### src/rtl/csi_sequence_event_decoder_top_macros.svh
// ----------------------------------------------------------------------------
// CSI decoder assertion macros
// Shared concurrent assertion forms used by the decoder RTL.
// ----------------------------------------------------------------------------
`ifndef CSI_SEQUENCE_EVENT_DECODER_TOP_MACROS_SVH
`define CSI_SEQUENCE_EVENT_DECODER_TOP_MACROS_SVH

// Same-cycle implication.
`define CSD_ASSERT_IMPL(lbl, ck, rs, ante, cons, msg) \
  lbl: assert property (@(posedge ck) disable iff (rs) (ante) |-> (cons)) else $error(msg);

// Next-cycle implication.
`define CSD_ASSERT_NEXT(lbl, ck, rs, ante, cons, msg) \
  lbl: assert property (@(posedge ck) disable iff (rs) (ante) |=> (cons)) else $error(msg);

`endif

### src/rtl/csd_pkg.sv
// ----------------------------------------------------------------------------
// csd_pkg
// Types, character codes and key table for the CSI sequence decoder.
// ----------------------------------------------------------------------------
`timescale 1ns / 1ps

package csd_pkg;

  localparam int DEFAULT_VALUE_BITS = 16;
  localparam int KEPT_PARAMS        = 3;
  localparam int TDATA_OUT_BITS     = 72;

  // Character codes
  localparam logic [7:0] CH_0       = 8'h30;
  localparam logic [7:0] CH_9       = 8'h39;
  localparam logic [7:0] CH_SEMI    = 8'h3B;
  localparam logic [7:0] CH_LT      = 8'h3C;
  localparam logic [7:0] CH_TILDE   = 8'h7E;
  localparam logic [7:0] CH_M_UPPER = 8'h4D;
  localparam logic [7:0] CH_M_LOWER = 8'h6D;
  localparam logic [7:0] CH_A       = 8'h41;
  localparam logic [7:0] CH_B       = 8'h42;
  localparam logic [7:0] CH_C       = 8'h43;
  localparam logic [7:0] CH_D       = 8'h44;
  localparam logic [7:0] CH_H       = 8'h48;
  localparam logic [7:0] CH_F       = 8'h46;

  // Parameter values with special meaning
  localparam int PASTE_NUM      = 200;
  localparam int WHEEL_UP_0     = 64;
  localparam int WHEEL_DOWN_0   = 65;
  localparam int WHEEL_UP_1     = 96;
  localparam int WHEEL_DOWN_1   = 97;
  localparam int TILDE_TBL_SIZE = 25;

  // Key codes
  localparam logic [4:0] KEY_UP    = 5'd0;
  localparam logic [4:0] KEY_DOWN  = 5'd1;
  localparam logic [4:0] KEY_RIGHT = 5'd2;
  localparam logic [4:0] KEY_LEFT  = 5'd3;
  localparam logic [4:0] KEY_HOME  = 5'd4;
  localparam logic [4:0] KEY_END   = 5'd5;

  typedef enum logic [1:0] {
    EV_NONE  = 2'd0,
    EV_KEY   = 2'd1,
    EV_MOUSE = 2'd2
  } event_kind_t;

  typedef enum logic [1:0] {
    MT_DOWN  = 2'd0,
    MT_UP    = 2'd1,
    MT_MOVE  = 2'd2,
    MT_WHEEL = 2'd3
  } mouse_type_t;

  // Packed so that handled lands in bit 0 of tdata.
  typedef struct packed {
    logic signed [16:0] mouse_y;
    logic signed [16:0] mouse_x;
    logic [3:0]         mouse_buttons;
    mouse_type_t        mouse_type;
    logic [15:0]        modifiers;
    logic [4:0]         key_code;
    event_kind_t        event_kind;
    logic               paste_begin;
    logic               handled;
  } result_t;

  // Parser flags shared between accumulator and decoder.
  typedef struct packed {
    logic [1:0] param_count;
    logic       digit_seen;
    logic       at_first_byte;
    logic       leading_lt;
  } acc_flags_t;

  // Tilde key table: 0 = no key, otherwise key code + 1.
  function automatic logic [4:0] tilde_key(input logic [4:0] num);
    logic [4:0] k;
    case (num)
      5'd1:    k = 5'd5;
      5'd2:    k = 5'd7;
      5'd3:    k = 5'd8;
      5'd4:    k = 5'd6;
      5'd5:    k = 5'd9;
      5'd6:    k = 5'd10;
      5'd11:   k = 5'd11;
      5'd12:   k = 5'd12;
      5'd13:   k = 5'd13;
      5'd14:   k = 5'd14;
      5'd15:   k = 5'd15;
      5'd17:   k = 5'd16;
      5'd18:   k = 5'd17;
      5'd19:   k = 5'd18;
      5'd20:   k = 5'd19;
      5'd21:   k = 5'd20;
      5'd23:   k = 5'd21;
      5'd24:   k = 5'd22;
      default: k = 5'd0;
    endcase
    return k;
  endfunction

endpackage

### src/rtl/csd_param_acc.sv
// ----------------------------------------------------------------------------
// csd_param_acc
// Decimal parameter accumulator and parser flags; clears on the final byte.
// ----------------------------------------------------------------------------
`timescale 1ns / 1ps
`include "csi_sequence_event_decoder_top_macros.svh"

module csd_param_acc #(
  parameter int VALUE_BITS = csd_pkg::DEFAULT_VALUE_BITS
) (
  input  logic                  clk,
  input  logic                  rst,
  input  logic                  upd,
  input  logic [7:0]            seq_byte,
  input  logic                  is_final,
  output logic [VALUE_BITS-1:0] p0,
  output logic [VALUE_BITS-1:0] p1,
  output logic [VALUE_BITS-1:0] p2,
  output csd_pkg::acc_flags_t   flags
);

  localparam int PW = VALUE_BITS + 4;

  logic [VALUE_BITS-1:0] pv [csd_pkg::KEPT_PARAMS];
  logic                  is_digit;
  logic                  is_semi;
  logic [3:0]            digit;

  assign is_digit = (seq_byte >= csd_pkg::CH_0) && (seq_byte <= csd_pkg::CH_9);
  assign is_semi  = (seq_byte == csd_pkg::CH_SEMI);
  assign digit    = 4'(seq_byte - csd_pkg::CH_0);

  // value * 10 + digit, saturating at all ones
  function automatic logic [VALUE_BITS-1:0] acc_step(input logic [VALUE_BITS-1:0] v,
                                                     input logic [3:0] d);
    logic [PW-1:0] s;
    s = {1'b0, v, 3'b000} + {3'b000, v, 1'b0} + PW'(d);
    return (s[PW-1:VALUE_BITS] != '0) ? '1 : s[VALUE_BITS-1:0];
  endfunction

  always_ff @(posedge clk) begin
    if (rst) begin
      for (int i = 0; i < csd_pkg::KEPT_PARAMS; i++) pv[i] <= '0;
      flags.param_count   <= 2'd0;
      flags.digit_seen    <= 1'b0;
      flags.at_first_byte <= 1'b1;
      flags.leading_lt    <= 1'b0;
    end else if (upd) begin
      if (is_final) begin
        for (int i = 0; i < csd_pkg::KEPT_PARAMS; i++) pv[i] <= '0;
        flags.param_count   <= 2'd0;
        flags.digit_seen    <= 1'b0;
        flags.at_first_byte <= 1'b1;
        flags.leading_lt    <= 1'b0;
      end else begin
        if (flags.at_first_byte && seq_byte == csd_pkg::CH_LT) flags.leading_lt <= 1'b1;
        flags.at_first_byte <= 1'b0;
        if (is_digit) begin
          for (int i = 0; i < csd_pkg::KEPT_PARAMS; i++) begin
            if (flags.param_count == 2'(i)) pv[i] <= acc_step(pv[i], digit);
          end
          flags.digit_seen <= 1'b1;
        end else if (is_semi) begin
          if (flags.param_count != 2'd3) flags.param_count <= flags.param_count + 2'd1;
          flags.digit_seen <= 1'b0;
        end
      end
    end
  end

  assign p0 = pv[0];
  assign p1 = pv[1];
  assign p2 = pv[2];

  `CSD_ASSERT_NEXT(a_clear_after_final, clk, rst, upd && is_final, (flags.param_count == 2'd0) && flags.at_first_byte && !flags.digit_seen && !flags.leading_lt && (pv[0] == '0), "parser state not cleared after final item")
  `CSD_ASSERT_NEXT(a_lt_only_first, clk, rst, upd && !is_final && !flags.at_first_byte && !flags.leading_lt, !flags.leading_lt, "leading marker set after first byte")

endmodule

### src/rtl/csd_decode.sv
// ----------------------------------------------------------------------------
// csd_decode
// Maps final byte plus accumulated parameters to one key/mouse/paste result.
// ----------------------------------------------------------------------------
`timescale 1ns / 1ps

module csd_decode #(
  parameter int VALUE_BITS = csd_pkg::DEFAULT_VALUE_BITS
) (
  input  logic [7:0]            final_byte,
  input  logic [VALUE_BITS-1:0] p0,
  input  logic [VALUE_BITS-1:0] p1,
  input  logic [VALUE_BITS-1:0] p2,
  input  csd_pkg::acc_flags_t   flags,
  output csd_pkg::result_t      res
);

  // working width: covers the value and the 17-bit coordinate fields
  localparam int W = (VALUE_BITS > 17) ? VALUE_BITS : 17;

  logic [W-1:0] p0w, p1w, p2w;
  logic         n_ge1, n_ge2, n_ge3;
  logic         is_wheel;
  logic [4:0]   tk;
  logic [15:0]  key_mods;

  assign p0w = W'(p0);
  assign p1w = W'(p1);
  assign p2w = W'(p2);

  // parameter count = completed params + one open param if digits seen
  assign n_ge1 = (flags.param_count != 2'd0) || flags.digit_seen;
  assign n_ge2 = (flags.param_count[1]) || (flags.param_count == 2'd1 && flags.digit_seen);
  assign n_ge3 = (flags.param_count == 2'd3) || (flags.param_count == 2'd2 && flags.digit_seen);

  assign is_wheel = (p0w == W'(csd_pkg::WHEEL_UP_0)) || (p0w == W'(csd_pkg::WHEEL_DOWN_0)) ||
                    (p0w == W'(csd_pkg::WHEEL_UP_1)) || (p0w == W'(csd_pkg::WHEEL_DOWN_1));
  assign tk       = csd_pkg::tilde_key(p0[4:0]);
  assign key_mods = (!n_ge2 || p1w < W'(2)) ? 16'd0 : 16'(p1w - W'(1));

  always_comb begin
    res = '0;
    if ((final_byte == csd_pkg::CH_M_UPPER || final_byte == csd_pkg::CH_M_LOWER) &&
        flags.leading_lt) begin
      res.handled = 1'b1;
      if (n_ge3) begin
        res.event_kind = csd_pkg::EV_MOUSE;
        res.modifiers  = {13'd0, p0[4], p0[3], p0[2]};
        if (is_wheel) begin
          res.mouse_type    = csd_pkg::MT_WHEEL;
          res.mouse_buttons = p0[0] ? 4'd2 : 4'd1;
        end else begin
          if (final_byte == csd_pkg::CH_M_LOWER) res.mouse_type = csd_pkg::MT_UP;
          else if (p0[5])                        res.mouse_type = csd_pkg::MT_MOVE;
          else                                   res.mouse_type = csd_pkg::MT_DOWN;
          res.mouse_buttons = 4'd1 << p0[1:0];
        end
        res.mouse_x = 17'(p1w - W'(1));
        res.mouse_y = 17'(p2w - W'(1));
      end
    end else if (final_byte == csd_pkg::CH_TILDE) begin
      if (n_ge1) begin
        if (p0w == W'(csd_pkg::PASTE_NUM)) begin
          res.handled     = 1'b1;
          res.paste_begin = 1'b1;
        end else if (p0w < W'(csd_pkg::TILDE_TBL_SIZE) && tk != 5'd0) begin
          res.handled    = 1'b1;
          res.event_kind = csd_pkg::EV_KEY;
          res.key_code   = tk - 5'd1;
          res.modifiers  = key_mods;
        end
      end
    end else begin
      unique case (final_byte)
        csd_pkg::CH_A: res.key_code = csd_pkg::KEY_UP;
        csd_pkg::CH_B: res.key_code = csd_pkg::KEY_DOWN;
        csd_pkg::CH_C: res.key_code = csd_pkg::KEY_RIGHT;
        csd_pkg::CH_D: res.key_code = csd_pkg::KEY_LEFT;
        csd_pkg::CH_H: res.key_code = csd_pkg::KEY_HOME;
        csd_pkg::CH_F: res.key_code = csd_pkg::KEY_END;
        default:       res.key_code = 5'd0;
      endcase
      if (final_byte == csd_pkg::CH_A || final_byte == csd_pkg::CH_B ||
          final_byte == csd_pkg::CH_C || final_byte == csd_pkg::CH_D ||
          final_byte == csd_pkg::CH_H || final_byte == csd_pkg::CH_F) begin
        res.handled    = 1'b1;
        res.event_kind = csd_pkg::EV_KEY;
        res.modifiers  = key_mods;
      end
    end
  end

endmodule

### src/rtl/csi_sequence_event_decoder_top.sv
// ----------------------------------------------------------------------------
// csi_sequence_event_decoder_top
// CSI parameter/final byte decoder giving key, SGR mouse and paste events.
// ----------------------------------------------------------------------------
//  channel   dir  handshake                    payload
//  s_axis    in   s_axis_tvalid/s_axis_tready  tdata[7:0] seq_byte, tlast is_final
//  m_axis    out  m_axis_tvalid/m_axis_tready  tdata[64:0] result fields
//
//  One item per cycle sustained while the result side keeps up. A byte is
//  registered on accept and folded into the parameter accumulator as it
//  leaves the input register; a final byte also loads the result register
//  as it leaves, and it leaves only once the result slot is free or draining.
//  Reset (rst, synchronous) empties both registers and returns the parser to
//  its start state. A stalled result only holds back a following final item;
//  parameter bytes keep flowing past it.
// ----------------------------------------------------------------------------
`timescale 1ns / 1ps
`include "csi_sequence_event_decoder_top_macros.svh"

module csi_sequence_event_decoder_top #(
  parameter int VALUE_BITS = csd_pkg::DEFAULT_VALUE_BITS
) (
  input  logic                               clk,
  input  logic                               rst,
  input  logic                               s_axis_tvalid,
  output logic                               s_axis_tready,
  input  logic [7:0]                         s_axis_tdata,  // [7:0] seq_byte
  input  logic                               s_axis_tlast,  // is_final
  output logic                               m_axis_tvalid,
  input  logic                               m_axis_tready,
  // [0] handled, [1] paste_begin, [3:2] event_kind, [8:4] key_code,
  // [24:9] modifiers, [26:25] mouse_type, [30:27] mouse_buttons,
  // [47:31] mouse_x, [64:48] mouse_y, [71:65] zero
  output logic [csd_pkg::TDATA_OUT_BITS-1:0] m_axis_tdata
);

  // input register
  logic       in_valid;
  logic [7:0] in_byte;
  logic       in_last;
  logic       in_adv;

  // accumulator outputs
  logic [VALUE_BITS-1:0] p0, p1, p2;
  csd_pkg::acc_flags_t   flags;

  // decode result and output register
  csd_pkg::result_t res;
  csd_pkg::result_t out_res;

  // A final item needs the result slot free (or being drained this cycle).
  assign in_adv        = in_valid && (!in_last || !m_axis_tvalid || m_axis_tready);
  assign s_axis_tready = !in_valid || in_adv;

  always_ff @(posedge clk) begin
    if (rst) begin
      in_valid <= 1'b0;
    end else if (s_axis_tready) begin
      in_valid <= s_axis_tvalid;
    end
  end

  always_ff @(posedge clk) begin
    if (s_axis_tvalid && s_axis_tready) begin
      in_byte <= s_axis_tdata;
      in_last <= s_axis_tlast;
    end
  end

  csd_param_acc #(
    .VALUE_BITS (VALUE_BITS)
  ) u_acc (
    .clk      (clk),
    .rst      (rst),
    .upd      (in_adv),
    .seq_byte (in_byte),
    .is_final (in_last),
    .p0       (p0),
    .p1       (p1),
    .p2       (p2),
    .flags    (flags)
  );

  csd_decode #(
    .VALUE_BITS (VALUE_BITS)
  ) u_dec (
    .final_byte (in_byte),
    .p0         (p0),
    .p1         (p1),
    .p2         (p2),
    .flags      (flags),
    .res        (res)
  );

  // result register
  always_ff @(posedge clk) begin
    if (rst) begin
      m_axis_tvalid <= 1'b0;
    end else if (in_adv && in_last) begin
      m_axis_tvalid <= 1'b1;
    end else if (m_axis_tready) begin
      m_axis_tvalid <= 1'b0;
    end
  end

  always_ff @(posedge clk) begin
    if (in_adv && in_last) begin
      out_res <= res;
    end
  end

  assign m_axis_tdata = {(csd_pkg::TDATA_OUT_BITS - $bits(csd_pkg::result_t))'(0), out_res};

  `CSD_ASSERT_NEXT(a_result_from_final, clk, rst, !(in_adv && in_last) && m_axis_tvalid && !m_axis_tready, m_axis_tvalid && $stable(out_res), "result changed without a final item")
  `CSD_ASSERT_IMPL(a_kind_needs_handled, clk, rst, m_axis_tvalid && (out_res.event_kind != csd_pkg::EV_NONE || out_res.paste_begin), out_res.handled, "event reported on unhandled sequence")
  `CSD_ASSERT_IMPL(a_no_overrun, clk, rst, in_adv && in_last, !m_axis_tvalid || m_axis_tready, "result register overwritten while full")

endmodule

### config.mk
export PLATFORM = sky130hd
export DESIGN_NAME = csi_sequence_event_decoder_top
export DESIGN_NICKNAME = d
export VERILOG_FILES = /design/src/rtl/csd_pkg.sv /design/src/rtl/csd_param_acc.sv /design/src/rtl/csd_decode.sv /design/src/rtl/csi_sequence_event_decoder_top.sv
export VERILOG_INCLUDE_DIRS = /design/src /design/src/rtl
export SDC_FILE = /design/constraint.sdc
export NUM_CORES = 1
export LEC_CHECK = 0
export BUFFER_PORTS_ARGS = -buffer_cell sky130_fd_sc_hd__clkbuf_2
export CAP_MARGIN = 20
export CORE_MARGIN = 1.5
export CORE_UTILIZATION = 45
export DETAILED_ROUTE_END_ITERATION = 16
export GPL_TIMING_DRIVEN = 0
export PLACE_DENSITY = 0.6
export SYNTH_ARGS = -nofsm -noshare
export SYNTH_HDL_FRONTEND = slang
export SYNTH_SLANG_ARGS = --single-unit
### constraint.sdc
create_clock -name clk -period 10.1 [get_ports clk]
set_clock_uncertainty 0.1 [all_clocks]
set_input_delay 1.01 -clock clk [delete_from_list [all_inputs] [get_ports clk]]
set_output_delay 1.01 -clock clk [all_outputs]
set_load 0.03 [all_outputs]
# ---- Word level (Yosys, flattened, before mapping)
# Memory sizes are Yosys's and may differ from the RTL's.
# Index checks and enable logic that the tools add are counted.
dict set report word_totals {
  word_cells 171
  latch_bits 0
  ram_bits 48
  reg_bits 81
  out_inout_bits 74
  input_bits 13
  mem_count 2
  mem_bits_ro 160
}
dict set report op_classes {
  multipliers 0
  shift 1
  n_bitwise 8
  n_lt_le_gt_ge 4
  eq_ne 21
  n_addsub 11
  div_mod_pow 0
  mux 62
  reduce_logical 45
}
# memory words word_bits rd rd_ports_with_merged_regs write_ports line
set memory_table {}
lappend memory_table {{(no name shown)} 32 5 1 0 0 csd_pkg.sv:81} ;# case (num)
lappend memory_table {u_acc.pv 3 16 3 0 3 csd_param_acc.sv:24} ;# logic [VALUE_BITS-1:0] pv [csd_pkg::KEPT_PARAMS];
# operator n
set op_table {}
lappend op_table {{$mux W16} 12}
lappend op_table {{$eq A8 B7 Y1 const B} 9}
lappend op_table {{$mux W23} 3}
lappend op_table {{$eq A16 B7 Y1 const B} 4}
lappend op_table {{$add A19 B17 Y20} 3}
lappend op_table {{$add A20 B4 Y20} 3}
lappend op_table {{$mux W1} 34}
lappend op_table {{$sub A16 B1 Y17 const B} 2}
lappend op_table {{$mux W25} 1}
lappend op_table {{$eq A16 B8 Y1 const B} 1}
lappend op_table {{$eq A8 B6 Y1 const B} 2}
lappend op_table {{$logic_or A1 B1 Y1} 16}
lappend op_table {{$lt A16 B2 Y1 const B} 1}
lappend op_table {{$lt A16 B5 Y1 const B} 1}
lappend op_table {{$pmux W3 S5} 1}
lappend op_table {{$mux W2} 7}
lappend op_table {{$reduce_bool A4 Y1} 3}
lappend op_table {{$reduce_bool A2 Y1} 5}
lappend op_table {{$logic_and A1 B1 Y1} 9}
lappend op_table {{$ge A8 B6 Y1 const B} 1}
lappend op_table {{$le A8 B6 Y1 const B} 1}
lappend op_table {{$mux W3} 2}
lappend op_table {{$mux W6} 1}
lappend op_table {{$or A1 B1 Y1} 6}
lappend op_table {{16 further kinds} 24}

# ---- Longest topological paths before layout
dict set report depth {
  depth_word 11
  depth_mapped 13
}

# ---- Cells and area by module
# A second synthesis with hierarchy kept.
dict set report hier_totals {
  hier_cells 868
  hier_area_um2 9008.6
}
# mod area_per_inst_um2 cells_each seq_area_each_um2 n_inst
set modules_own_cells {}
lappend modules_own_cells {csd_param_acc 4953.5 499 1541.5 1}
lappend modules_own_cells {csi_sequence_event_decoder_top 2382.3 94 2262.2 1}
lappend modules_own_cells {csd_decode 1672.9 275 0.0 1}

# ---- Least setup slack after synthesis
# OpenSTA, ideal clock, no wires.
dict set report synth_path {
  path_kind {input to register}
  from {input port m_axis_tready}
  to {memory u_acc.pv[0][0] (netlist name), enable pin}
  path_slack_ps 5888
  setup_ps 372
  path_stages 5
  arrival_time_ps 3740
  path_cell_list {nor2b_1 > a21boi_0 > and2_1 > nor2_1 > nand2_1}
}
# element line
set synth_lines {}
lappend synth_lines {{from (decl)} csi_sequence_event_decoder_top.sv:30} ;# input logic m_axis_tready,
lappend synth_lines {{to (decl)} csd_param_acc.sv:24}

==> impl_metrics.yaml <==
status:
  outcome: "finished clean"
cells_and_area:
  syn_to_final_growth_pct: 15.0
  antenna_cells: 0
  stdcell_count: 1258
  drive_gt1_share_pct: 14.9
  most-common-layout-cells: "edfxtp_1 (122), ha_1 (106), nor2_1 (99), clkbuf_2 (78), a21oi_1 (60)"
  fillerInstances: 1771
  final_common_cell: "edfxtp_1"
  final_area_sq_mm: 0.0104
  nNetsFinal: 1105
die:
  die_h_microns: 145
  fp-row-count: 51
  core_area_sq_mm: 0.0196
  fp.dieW_microns: 145
  start_util_pct: 46.2
  die_area_sq_mm: 0.0210
  io_pins: 87
clock_network:
  cts_resized: 0
  postCtsHoldBufs: 0
  root_buffer: "clkbuf_16"
  htreeDepth: 4
  clkLatencyLatePin_ns: 0.43
  clock_path_buffers: 2
  cts.sinks: 129
  postCtsSetupBuffers: 0
  cts.clk_slew.worst_paths_ns: 0.06
  cts_tree: "built"
  numCtsBuffers: 17
job:
  cap_violations: 0
route:
  finalWirelength_microns: 20400
  wl_per_cell_microns: 16.2
  drt-initial-drc-count: 439
  vias: 6848
  drt_pass1_iterations: 5
  viasPerCell: 5.44
  drtAntennaViolNets: 0
  drc: 0
global_routing:
  grt_usage_pct: 20.7
  grt_overflow: 0
  grt_pass1_wl_microns: 33200
  first_global_vias: 6547
  grt_max_degree: 69
  antenna_found_initial: 0
sta:
  max_freq_ghz: 0.244
  maxSlewHeadroom_pct: 38.8
  rsz0062_at_grt: "false"
  worst_slew_pin_slew_ns: 0.918
  tns_ns: 0
  hold-worst-slack_ns: 0.389
  setup_violations: 0
  fin_crit_ns: 4.10
  fin_crit_sh_pct: 40.5
  drv_slew: 0
  finalHoldViolations: 0
place:
  dp_cells: 1226
  port-buffer-count: 78
  detailed_place.area_sq_mm: 0.00981
  dp_hpwl_microns: 15100
  routabilityCongestion: 0.885
yosys:
  synth_ff_type: "edfxtp_1"
  ys_warn_count: 0
  syn_avg_cell_area_sq_um: 10.3
  ys_types: 67
  seq_area_frac_synth_pct: 42.0
  async_flop_share_pct: 0
  synth_seq_cells: 129
  syn_area_sq_mm: 0.00906
  synth_edf_count: 122
  synth_cells: 877
setup_path:
  critical_path.startpoint_type: "flip-flop"
  worstSetupPathType: "reg -> reg"
  critPathRequiredTime_ns: 10.14
  critPathMaxFanout: 10
  reg2regPathDepth: 10
  r2r_slack_ns: 6.00
  crit_path_end_kind: "flip-flop"
  critPathArrivalTime_ns: 4.14
  rr_endpoint: "u_acc.pv[0][40]"
  rr_startpoint: "in_byte[3]"
worst_hold_path:
  hold_path_startpoint: "u_acc.flags[1]"
  min_to: "u_acc.flags[1]"
  holdPathStages: 2
  hp-class: "reg -> reg"
pwr:
  p_leak_nw: 4.47
  vdd_ir_drop_max_mv: 0.117
  power.density_mw_per_mm2: 143
[layout make-up]
cell class                      count  area [sq um]  area share (%)
Buffer                             36           191            1.84
Clock buffer                       17           425            4.08
Clock inverter                     15           184            1.77
Inverter                           32           120            1.15
Multi-Input combinational cell    686          4970            47.7
Sequential cell                   129          3800            36.5
Tap cell                          265           332            3.18
Timing Repair Buffer               78           390            3.75
[power breakdown]
part / switching, mW / internal (mW) / total (mW)
Clock: 0.241 / 0.390 / 0.632
Combinational: 0.143 / 0.0937 / 0.237
Sequential: 0.0226 / 0.602 / 0.624
[worst max-delay path: stages, from the launching register on]
cell and delay (ns):
edfxtp_1 0.58, fa_1 0.57, ha_1 0.31, a21oi_1 0.23, o211ai_1 0.16, a211oi_1 0.53
o22ai_1 0.21, o21ai_0 0.19, nor4b_4 0.50, buf_2 0.33, a21oi_1 0.11
[Yosys cell counts (9+ instances only)]
library cell / n / share of area (%)
edfxtp_1: 122 / 40
ha_1: 106 / 15
nor2_1: 99 / 4.1
a21oi_1: 60 / 3.3
nand2_1: 57 / 2.4
xnor2_1: 35 / 3.4
inv_1: 32 / 1.3
o21ai_0: 32 / 1.8
xor2_1: 28 / 2.7
a31oi_1: 23 / 1.6
nor3_1: 21 / 1.2
a21o_1: 17 / 1.4
clkbuf_1: 17 / 0.70
a211o_1: 14 / 1.4
nand3_1: 14 / 0.77
nor4_1: 14 / 0.97
a211oi_1: 13 / 1.1
nand2b_1: 13 / 0.90
o21a_1: 13 / 1.1
buf_4: 11 / 0.91
and3_1: 9 / 0.62
nor2b_1: 9 / 0.62
[layer usage]
layer	track usage (%)	up-vias	wire length, microns
li1	-	3494	-
met2	33.3	128	9520
met1	28.3	3202	9830
met3	4.05	24	693
met4	5.85	0	357
met5	0	-	0
[cell families after synthesis]
group | share of synthesized area (%)
adders and majority gates | 16.0
muxes | 1.30
other | 0.0414
and+or+nand+nor | 15.6
AOI/OAI and AO/OA | 15.5
xor gates and xnor gates | 6.09
buffers and inverters | 3.44
DFF | 42.0
[worst max-delay path by stage]
stage | start | depth (start not counted) | slack [ns] | end
floorplan | m_axis_tready | 5 | 5.89 | u_acc.pv[0][0]
global placement | m_axis_tready | 6 | 4.47 | u_acc.pv[0][10]
detailed placement | in_byte[3] | 10 | 5.98 | u_acc.pv[0][42]
CTS | in_byte[3] | 10 | 5.96 | u_acc.pv[0][42]
global route | in_byte[3] | 10 | 5.75 | u_acc.pv[0][40]
finish | in_byte[3] | 10 | 6.00 | u_acc.pv[0][40]
[sequential cells by signal, indices dropped and copies added (netlist names)]
name / flops
in_last: 1
u_acc.pv: 48
u_acc.flags: 5
m_axis_tdata: 65
in_byte: 8
in_valid: 1
m_axis_tvalid: 1
[per-stage QoR]
stage | util [%] | power (mW) | worst slack, ns
final | 53.2 | 1.49 | 6.00
after global routing | 53.2 | 1.56 | 5.75
after CTS | 53.2 | 1.50 | 5.96
after detailed placement | 50.1 | 0.870 | 5.98
after global placement | 50.0 | 0.868 | 4.47
after floorplan | - | 0.817 | 5.89
No activity file was read; power rests on OpenSTA's default activity.
